===== config.mk =====
export PLATFORM = sky130hd
export DESIGN_NAME = dmm_ctrl
export DESIGN_NICKNAME = d
export VERILOG_FILES = /design/src/hdl/dmm_pkg.sv /design/src/hdl/dmm_ctrl.sv
export SDC_FILE = /design/constraint.sdc
export NUM_CORES = 1
export LEC_CHECK = 0
export ABC_CLOCK_PERIOD_IN_PS = 3350
export BUFFER_PORTS_ARGS = -buffer_cell sky130_fd_sc_hd__buf_2
export CORE_ASPECT_RATIO = 1.5
export CORE_MARGIN = 5
export CORE_UTILIZATION = 50
export CTS_CLUSTER_DIAMETER = 50
export DETAILED_ROUTE_END_ITERATION = 16
export GPL_TIMING_DRIVEN = 0
export PLACE_DENSITY_LB_ADDON = 0.2
export SYNTH_ARGS = -nofsm -noshare
export SYNTH_HDL_FRONTEND = slang
export SYNTH_SLANG_ARGS = --single-unit

===== constraint.sdc =====
create_clock -name clk -period 3.35 [get_ports clk]
set_input_delay 0.335 -clock clk [delete_from_list [all_inputs] [get_ports clk]]
set_output_delay 0.335 -clock clk [all_outputs]
set_load 0.01 [all_outputs]

===== src/hdl/dmm_pkg.sv =====
// Shared types and codes for the dense matrix multiply block.
`default_nettype none

package dmm_pkg;

  localparam int CFG_W = 7;
  localparam int REG_IDX_W = 2;

  // Request commands
  localparam logic [1:0] CMD_WRITE_A = 2'd0;
  localparam logic [1:0] CMD_WRITE_B = 2'd1;
  localparam logic [1:0] CMD_COMPUTE = 2'd2;

  // Configuration register indexes
  localparam logic [REG_IDX_W-1:0] REG_ROW_COUNT = 2'd0;
  localparam logic [REG_IDX_W-1:0] REG_INNER_DIM = 2'd1;
  localparam logic [REG_IDX_W-1:0] REG_OUT_COLS  = 2'd2;

  typedef struct packed {
    logic [1:0]         command;
    logic [5:0]         row_index;
    logic [4:0]         col_index;
    logic signed [15:0] element_value;
  } request_t;

  typedef struct packed {
    logic signed [47:0] product_value;
    logic [4:0]         product_col;
    logic               row_done;
  } result_t;

  // One multiply-accumulate step handed from controller to datapath
  typedef struct packed {
    logic       valid;
    logic       first;
    logic       last;
    logic       zero;
    logic       done;
    logic [5:0] row;
    logic [5:0] k;
    logic [4:0] col;
  } issue_t;

  typedef struct packed {
    logic advance;
  } status_t;

endpackage

`default_nettype wire


===== src/hdl/dmm_ctrl.sv =====
// Controller: configuration registers and the row/column/inner-index sequencer.
`default_nettype none

module dmm_ctrl #(
  parameter int MAX_ROWS  = 64,
  parameter int MAX_INNER = 32,
  parameter int MAX_COLS  = 32
) (
  input  wire logic                           clk,
  input  wire logic                           rst,
  input  wire logic                           cfg_write,
  input  wire logic [dmm_pkg::REG_IDX_W-1:0]  cfg_index,
  input  wire logic [dmm_pkg::CFG_W-1:0]      cfg_data,
  input  wire logic                           request_valid,
  input  wire dmm_pkg::request_t              request,
  input  wire dmm_pkg::status_t               status,
  output logic                                request_stall,
  output dmm_pkg::issue_t                     issue
);
  import dmm_pkg::*;

  localparam int COL_CAP = (MAX_COLS < 32) ? MAX_COLS : 32;

  localparam logic ST_IDLE = 1'b0;
  localparam logic ST_RUN  = 1'b1;

  logic       state;
  logic [6:0] row_count;
  logic [5:0] inner_dim;
  logic [5:0] out_cols;
  logic [5:0] row;
  logic [5:0] k;
  logic [4:0] c;

  logic [5:0] kdim;
  logic [5:0] ncols;
  logic       k_end;
  logic       c_end;
  logic       accept;
  logic       start;

  always_comb begin
    kdim  = (inner_dim > MAX_INNER) ? 6'(MAX_INNER) : inner_dim;
    ncols = (out_cols > COL_CAP) ? 6'(COL_CAP) : out_cols;
    k_end = (kdim == 6'd0) || (k == kdim - 6'd1);
    c_end = ({1'b0, c} == ncols - 6'd1);
    request_stall = (state == ST_RUN);
    accept = request_valid && !request_stall;
    start  = accept && (request.command == CMD_COMPUTE) &&
             ({1'b0, request.row_index} < row_count) &&
             (request.row_index < MAX_ROWS) && (ncols != 6'd0);

    issue.valid = (state == ST_RUN);
    issue.first = (k == 6'd0);
    issue.last  = k_end;
    issue.zero  = (kdim == 6'd0);
    issue.done  = k_end && c_end;
    issue.row   = row;
    issue.k     = k;
    issue.col   = c;
  end

  always_ff @(posedge clk) begin
    if (rst) begin
      row_count <= 7'd64;
      inner_dim <= 6'd32;
      out_cols  <= 6'd32;
    end else if (cfg_write) begin
      unique case (cfg_index)
        REG_ROW_COUNT: row_count <= cfg_data;
        REG_INNER_DIM: inner_dim <= cfg_data[5:0];
        REG_OUT_COLS:  out_cols  <= cfg_data[5:0];
        default: ;
      endcase
    end
  end

  always_ff @(posedge clk) begin
    if (rst) begin
      state <= ST_IDLE;
    end else begin
      unique case (state)
        ST_IDLE: begin
          if (start) begin
            state <= ST_RUN;
          end
        end
        ST_RUN: begin
          if (status.advance && k_end && c_end) begin
            state <= ST_IDLE;
          end
        end
        default: state <= ST_IDLE;
      endcase
    end
  end

  // Counters and row latch carry payload only
  always_ff @(posedge clk) begin
    if (state == ST_IDLE) begin
      if (start) begin
        row <= request.row_index;
        k   <= 6'd0;
        c   <= 5'd0;
      end
    end else if (status.advance) begin
      if (k_end) begin
        k <= 6'd0;
        c <= c + 5'd1;
      end else begin
        k <= k + 6'd1;
      end
    end
  end

endmodule

`default_nettype wire


==> reports/metrics.cfg, run 1 <==
[final_layout]
area.growth.synth_to_final_pct = 18.44
layout_fillers = 372
number_of_antenna_cells_inserted = 0
multiInputGateArea_um2 = 1037
seqCellArea_um2 = 910.9
design.final.nets = 317
post_route_cell_area_um2 = 2419
final_layout_size_suffix_gt1_share_pct = 21.29

[sta]
fmax_mhz = 328.7
tightestPinTransition_ns = 0.5335
layout_min_cycle_time_ns = 3.042
finalHoldViolCount = 0
setup_tns_ns = 0
grt_setup_unrepaired = false
finalClockSkew_ns = 0.003608
timing_max_transition_violations_final = 0
timing.slew.headroom_pct = 64.06
setup_violations = 0
finalCritPeriodShare_pct = 90.80

[synthesis]
synthArstFlopShare_pct = 0
synth_cells = 213
netlist_area_um2 = 2042
ys.warnings.count = 0
synth_fp_nets = 268
synth-edff-count = 17
synth_largest_area_cell = sky130_fd_sc_hd__edfxtp_1
synth-seq-cells = 37
yosys-top-cells-area = sky130_fd_sc_hd__edfxtp_1 25%, sky130_fd_sc_hd__dfxtp_1 20%, sky130_fd_sc_hd__ha_1 7.4%
synth.top_cell.area_share_pct = 25.00
synth_ff_type = sky130_fd_sc_hd__dfxtp_1
part_of_the_yosys_area_used_for_sequential_elements_pct = 44.61
netlist-cell-type-count = 43
syn-mean-instance-area_um2 = 9.587

[global_route]
gr-total-overflow = 0
via_count_of_the_first_global_routing_pass = 1666
grt_first_pass_wirelength_um = 7417
maximum_number_of_pins_on_one_net_before_global_route_repair = 13
antenna_found_initial = 0
grt_use_total_pct = 16.90

[clocking]
cts_tree = yes
root_buffer = sky130_fd_sc_hd__clkbuf_8
post_cts.resized_instances = 0
worst_skew_pair.late_latency_ns = 0.29
cts_sinks = 37
htree_levels = 2
clk_transition_reported_paths_ns = 0.08
tritoncts.num_buffers = 5
post_cts_setup_repair_buffer_count = 0
cts-hold-fix-buffers = 0
cts_max_path_buffers = 2

[power]
internal_power_w = 0.0007642
total_power_per_unit_cell_area_nw_per_um2 = 418.6
clkPwrFrac_pct = 37.9
power.combinational.fraction_pct = 11.8
power.sequential.fraction_pct = 50.3
leakage_nw = 1.066
power_switching_share_pct = 24.52
power.switching_w = 0.0002482
vdd_drop_max_v = 0.0003433

[run_status]
run_status = completed

[floorplan]
fp-row-count = 28
floorplan.die.height_um = 88.27
ioPinCount = 66
die-width_um = 62.18
floorplan.core_area_um2 = 3959
design.die.area_um2 = 5488
initial_standard_cell_utilization_of_the_core_pct = 51.58

[routing]
routedLengthMet1_um = 1829
vias = 1649
detailroute.wirelength.met2_um = 2322
topRoutingLayerUsed = met4
routed_length_per_instance_um = 14.35
route.met3.wl_um = 189
post_drt_via_cell_ratio = 5.354
drc = 0
drt-total-wl_um = 4420
detail_route.iter0.violations = 91
drt-pass1-iter-count = 4
drt.antenna.violating_nets = 0

[min_path]
hold_path.class = in -> reg

[setup_path]
worst-setup-path-type = reg -> out
cp-start-kind = flop
critical_path.endpoint_type = primary output
worst_ep_required_time_ns = 3.01
critical_path.max_fanout = 11
worst_ep_arrival_time_ns = 2.71

[placement]
routability_congestion_estimate = 0.8038
place.port_buffers = 43
place_hpwl_um = 3419
dpl-instance-area_um2 = 2313

[flow_run]
max_cap_viol_count = 0

==> routing by layer <==
metal / vias up / global-route usage, %
met4: 0 / 8.679
met5: - / 0
met2: 36 / 31.04
met1: 765 / 18.07
li1: 841 / -
met3: 7 / 3.685
==> stage by stage <==
step	worst slack [ns]	hold slack, ns	total power (W)	util, %	instances
final	0.3082	0.2330	0.001012	61.09	308
after global routing	0.07946	0.2181	0.001063	61.09	308
after CTS	0.1476	0.2244	0.001022	61.19	309
after detailed placement	0.3522	0.5329	0.0006405	58.44	301
after global placement	0.4057	0.5038	0.0006371	58.44	301
after floorplan	0.7416	0.4339	0.0005943	-	213
==> cell type report <==
type,count,share of cell area (%)
multi-input combinational,153,42.89
timing repair buffer,43,8.898
clock inverter,3,1.655
inverter,15,2.328
clock buffer,5,2.845
buffer,7,1.397
sequential,37,37.66
tap,45,2.328
==> power by group through the flow <==
stage	Sequential (W)	Combinational (W)	Clock, W
after global placement	0.000518	0.000119	0
after floorplan	0.000518	0.0000765	0
after detailed placement	0.000519	0.000122	0
final	0.000510	0.000119	0.000383
after CTS	0.000508	0.000123	0.000391
after global routing	0.000513	0.000134	0.000416
==> path summary, 6_finish.rpt <==
kind,start,end,slack (ns),cells after the start
max,inner_dim[5],issue[19],0.31,10
min,request[21],row[0],0.23,1
max reg2reg,inner_dim[5],c[4],0.49,8
min reg2reg,row_count[0],row_count[0],0.56,2
==> synth_stat cells (3+ instances only) <==
library cell / n
sky130_fd_sc_hd__a211o_1: 3
sky130_fd_sc_hd__a21oi_1: 10
sky130_fd_sc_hd__clkbuf_1: 6
sky130_fd_sc_hd__dfxtp_1: 20
sky130_fd_sc_hd__edfxtp_1: 17
sky130_fd_sc_hd__ha_1: 12
sky130_fd_sc_hd__inv_1: 14
sky130_fd_sc_hd__mux2i_1: 11
sky130_fd_sc_hd__nand2_1: 10
sky130_fd_sc_hd__nand2b_1: 4
sky130_fd_sc_hd__nand3_1: 5
sky130_fd_sc_hd__nand3b_1: 3
sky130_fd_sc_hd__nor2_1: 31
sky130_fd_sc_hd__nor2b_1: 4
sky130_fd_sc_hd__nor3_1: 9
sky130_fd_sc_hd__nor4_1: 4
sky130_fd_sc_hd__o21ai_0: 6
sky130_fd_sc_hd__xnor2_1: 9
sky130_fd_sc_hd__xor2_1: 7
==> worst max-delay path, cell delays in order, from the launching register on <==
cell	delay, ns
sky130_fd_sc_hd__dfxtp_1	0.51
sky130_fd_sc_hd__nand2b_1	0.19
sky130_fd_sc_hd__ha_1	0.25
sky130_fd_sc_hd__xnor2_2	0.16
sky130_fd_sc_hd__a21oi_1	0.12
sky130_fd_sc_hd__a2111oi_2	0.35
sky130_fd_sc_hd__o2111ai_1	0.16
sky130_fd_sc_hd__o31a_1	0.33
sky130_fd_sc_hd__inv_2	0.13
sky130_fd_sc_hd__buf_4	0.11
sky130_fd_sc_hd__buf_2	0.11
==> cell usage in the layout (no fill, tap or decap), types with 2 or more instances in the layout <==
master / count
sky130_fd_sc_hd__and2_1: 2
sky130_fd_sc_hd__xor2_1: 7
sky130_fd_sc_hd__clkbuf_8: 5
sky130_fd_sc_hd__clkbuf_1: 5
sky130_fd_sc_hd__xnor2_1: 9
sky130_fd_sc_hd__nand2b_1: 4
sky130_fd_sc_hd__a21oi_1: 10
sky130_fd_sc_hd__nor2b_1: 4
sky130_fd_sc_hd__ha_1: 12
sky130_fd_sc_hd__nand3_1: 5
sky130_fd_sc_hd__nand3b_1: 3
sky130_fd_sc_hd__buf_4: 2
sky130_fd_sc_hd__nand4b_1: 2
sky130_fd_sc_hd__and3_1: 2
sky130_fd_sc_hd__nor3_1: 9
sky130_fd_sc_hd__dfxtp_1: 20
sky130_fd_sc_hd__nand2_1: 10
sky130_fd_sc_hd__inv_1: 14
sky130_fd_sc_hd__nor2_1: 31
sky130_fd_sc_hd__a211o_1: 3
sky130_fd_sc_hd__edfxtp_1: 17
sky130_fd_sc_hd__buf_2: 43
sky130_fd_sc_hd__nor4_1: 4
sky130_fd_sc_hd__mux2i_1: 11
sky130_fd_sc_hd__o21ai_0: 6
==> cell families (layout without fill, tap and decap cells) <==
| family | after synthesis | count (layout) | share of synthesized area [%] |
|---|---|---|---|
| AND/OR/NAND/NOR | 80 | 80 | 19.42 |
| flip-flops | 37 | 37 | 44.61 |
| AO/OA/AOI/OAI | 32 | 32 | 10.42 |
| buffers and inverters | 23 | 73 | 4.595 |
| XOR/XNOR | 17 | 17 | 7.660 |
| adder cells (fa/ha/maj) | 12 | 12 | 7.353 |
| multiplexers | 12 | 12 | 5.944 |
==> registers in the layout, summed over array words and instances, names as in the netlist <==
name           count
row_count          7
inner_dim          6
k                  6
out_cols           6
row                6
c                  5
request_stall      1
Note: power is estimated with default switching activity, not from simulation.
==> inputs of run 2 (changes only) <==
--- a/config.mk
+++ b/config.mk
@@ -5,11 +5,11 @@
 export SDC_FILE = /design/constraint.sdc
 export NUM_CORES = 1
 export LEC_CHECK = 0
-export ABC_CLOCK_PERIOD_IN_PS = 3350
+export ABC_CLOCK_PERIOD_IN_PS = 3800
 export BUFFER_PORTS_ARGS = -buffer_cell sky130_fd_sc_hd__buf_2
 export CORE_ASPECT_RATIO = 1.5
 export CORE_MARGIN = 5
-export CORE_UTILIZATION = 50
+export CORE_UTILIZATION = 54
 export CTS_CLUSTER_DIAMETER = 50
 export DETAILED_ROUTE_END_ITERATION = 16
 export GPL_TIMING_DRIVEN = 0
==> constraint.sdc (replaced) <==
create_clock -name clk -period 3.8 [get_ports clk]
set_input_delay 0.38 -clock clk [delete_from_list [all_inputs] [get_ports clk]]
set_output_delay 0.38 -clock clk [all_outputs]
set_load 0.01 [all_outputs]
==> run 2 against run 1 <==
Via count rose by 0.18%. First-iteration DRC count fell by 34%. Clock skew increased by 0.0057 ns.
==> reports/metrics.cfg, run 2 (same netlist as run 1, synthesis figures left out) <==
[floorplan]
ioPinCount = 66  ; unchanged
floorplan.core_area_um2 = 3682  ; was 3959 um^2
fp-row-count = 27  ; was 28
die-width_um = 60.21  ; was 62.18 um
floorplan.die.height_um = 85.31  ; was 88.27 um
initial_standard_cell_utilization_of_the_core_pct = 55.45  ; was 51.58%
design.die.area_um2 = 5137  ; was 5488 um^2

[setup_path]
critical_path.max_fanout = 10  ; was 11
cp-start-kind = flop  ; unchanged
worst_ep_required_time_ns = 3.42  ; was 3.01 ns
critical_path.endpoint_type = primary output  ; unchanged
worst-setup-path-type = reg -> out  ; unchanged
worst_ep_arrival_time_ns = 2.92  ; was 2.71 ns

[clocking]
worst_skew_pair.late_latency_ns = 0.29  ; about the same
cts-hold-fix-buffers = 0  ; unchanged
htree_levels = 2  ; unchanged
post_cts.resized_instances = 0  ; unchanged
tritoncts.num_buffers = 5  ; unchanged
root_buffer = sky130_fd_sc_hd__clkbuf_8  ; unchanged
cts_tree = yes  ; unchanged
cts_max_path_buffers = 2  ; unchanged
clk_transition_reported_paths_ns = 0.08  ; about the same
post_cts_setup_repair_buffer_count = 0  ; unchanged
cts_sinks = 37  ; unchanged

[final_layout]
largest_reg_flops = 7  ; unchanged
layout_fillers = 343  ; was 372
mostFrequentLayoutCells = 43 x sky130_fd_sc_hd__buf_2, 31 x sky130_fd_sc_hd__nor2_1, 20 x sky130_fd_sc_hd__dfxtp_1  ; unchanged
area.growth.synth_to_final_pct = 17.71  ; was 18.44%
utilization_pct = 65.27  ; was 61.09%
register_name_with_the_most_flops = row_count  ; unchanged
post_route_cell_area_um2 = 2404  ; was 2419 um^2
final_layout_size_suffix_gt1_share_pct = 21.21  ; was 21.29%
design.final.nets = 318  ; was 317
final_common_cell = sky130_fd_sc_hd__buf_2  ; unchanged
number_of_antenna_cells_inserted = 0  ; unchanged

[global_route]
grt_use_total_pct = 18.04  ; was 16.90%
grt_first_pass_wirelength_um = 7024  ; was 7417 um
use_met3_pct = 4.718  ; was 3.685%
met2_global_route_usage_pct = 30.02  ; was 31.04%
gr-total-overflow = 0  ; unchanged
maximum_number_of_pins_on_one_net_before_global_route_repair = 13  ; unchanged
via_count_of_the_first_global_routing_pass = 1562  ; was 1666
groute.layer.met1.usage_pct = 21.14  ; was 18.07%
gr-max-usage-layer = met2  ; unchanged
antenna_found_initial = 0  ; unchanged

[sta]
finalClockSkew_ns = 0.009341  ; was 0.003608 ns
setup_tns_ns = 0  ; unchanged
final_setup_slack_of_the_worst_path_ns = 0.4997  ; was 0.3082 ns
timing_max_transition_violations_final = 0  ; unchanged
setup_violations = 0  ; unchanged
grt_setup_unrepaired = false  ; unchanged
hold_slack_ns = 0.2743  ; was 0.2330 ns
finalCritPeriodShare_pct = 86.85
timing.slew.headroom_pct = 64.57  ; was 64.06%
fmax_mhz = 303.0
tightestPinTransition_ns = 0.5304  ; was 0.5335 ns
finalHoldViolCount = 0  ; unchanged
layout_min_cycle_time_ns = 3.300

[flow_run]
max_cap_viol_count = 0  ; unchanged

[routing]
post_drt_via_cell_ratio = 5.381  ; was 5.354
drc = 0  ; unchanged
drt-total-wl_um = 4288  ; was 4420 um
drt.antenna.violating_nets = 0  ; unchanged
drt-pass1-iter-count = 4  ; unchanged
vias = 1652  ; was 1649
routed_length_per_instance_um = 13.97  ; was 14.35 um
detail_route.iter0.violations = 60  ; was 91

[power]
total_power_per_unit_cell_area_nw_per_um2 = 349.3  ; was 418.6 nW/um^2
vdd_drop_max_v = 0.0003318  ; was 0.0003433 V
leakage_nw = 1.059  ; was 1.066 nW

[placement]
routability_congestion_estimate = 0.8026  ; was 0.8038
pre_cts_slack_ns = 0.8225  ; was 0.3522 ns
place.port_buffers = 43  ; unchanged
place_hpwl_um = 3331  ; was 3419 um
dpl-instance-area_um2 = 2311  ; was 2313 um^2

[run_status]
run_status = completed  ; unchanged

[min_path]
hold_path.class = in -> reg  ; unchanged

-- run 2: per-stage QoR --
step / std cells / total power [W]
after detailed placement: 299 / 0.0005643
final: 307 / 0.0008396
after CTS: 307 / 0.0008492
after global placement: 299 / 0.0005610
after global routing: 307 / 0.0008833
after floorplan: 213 / 0.0005239
-- run 2: power breakdown --
group	total (W)	leakage (nW)	switching, W	internal, W
Clock	0.000285	0.0488	0.000137	0.000148
Sequential	0.000448	0.322	0.0000157	0.000432
Combinational	0.000107	0.689	0.0000587	0.0000482
Total	0.000840	1.06	0.000211	0.000628
-- run 2: layout make-up --
type	count	area, um^2	share of cell area (%)
inverter	15	56.30	2.343
timing repair buffer	43	215.2	8.954
tap	43	53.80	2.238
multi-input combinational	153	1037	43.15
sequential	37	910.9	37.90
clock buffer	7	86.33	3.592
buffer	8	37.54	1.562
clock inverter	1	6.256	0.2603
-- run 2: metal layers --
metal | routed length [um] | share of wire, %
met1 | 1763 | 41
met2 | 2211 | 52
met3 | 244 | 5.7
met4 | 69 | 1.6
met5 | 0 | 0
-- run 2: critical path, cell delays in order (launching register included) --
cell                        delay [ns]
sky130_fd_sc_hd__dfxtp_1          0.33
sky130_fd_sc_hd__clkbuf_1         0.32
sky130_fd_sc_hd__nand2b_1         0.19
sky130_fd_sc_hd__ha_1             0.25
sky130_fd_sc_hd__xnor2_2          0.17
sky130_fd_sc_hd__a21oi_1          0.12
sky130_fd_sc_hd__a2111oi_2        0.36
sky130_fd_sc_hd__o2111ai_1        0.16
sky130_fd_sc_hd__o31a_1           0.33
sky130_fd_sc_hd__nor3b_2          0.23
sky130_fd_sc_hd__buf_2            0.16
-- run 2: path summary, 6_finish.rpt --
path	end	depth (start not counted)	slack [ns]	start
max	issue[17]	10	0.50	inner_dim[5]
max reg2reg	c[3]	9	0.81	inner_dim[5]
min	row[3]	1	0.27	request[24]
min reg2reg	row_count[0]	2	0.51	row_count[0]
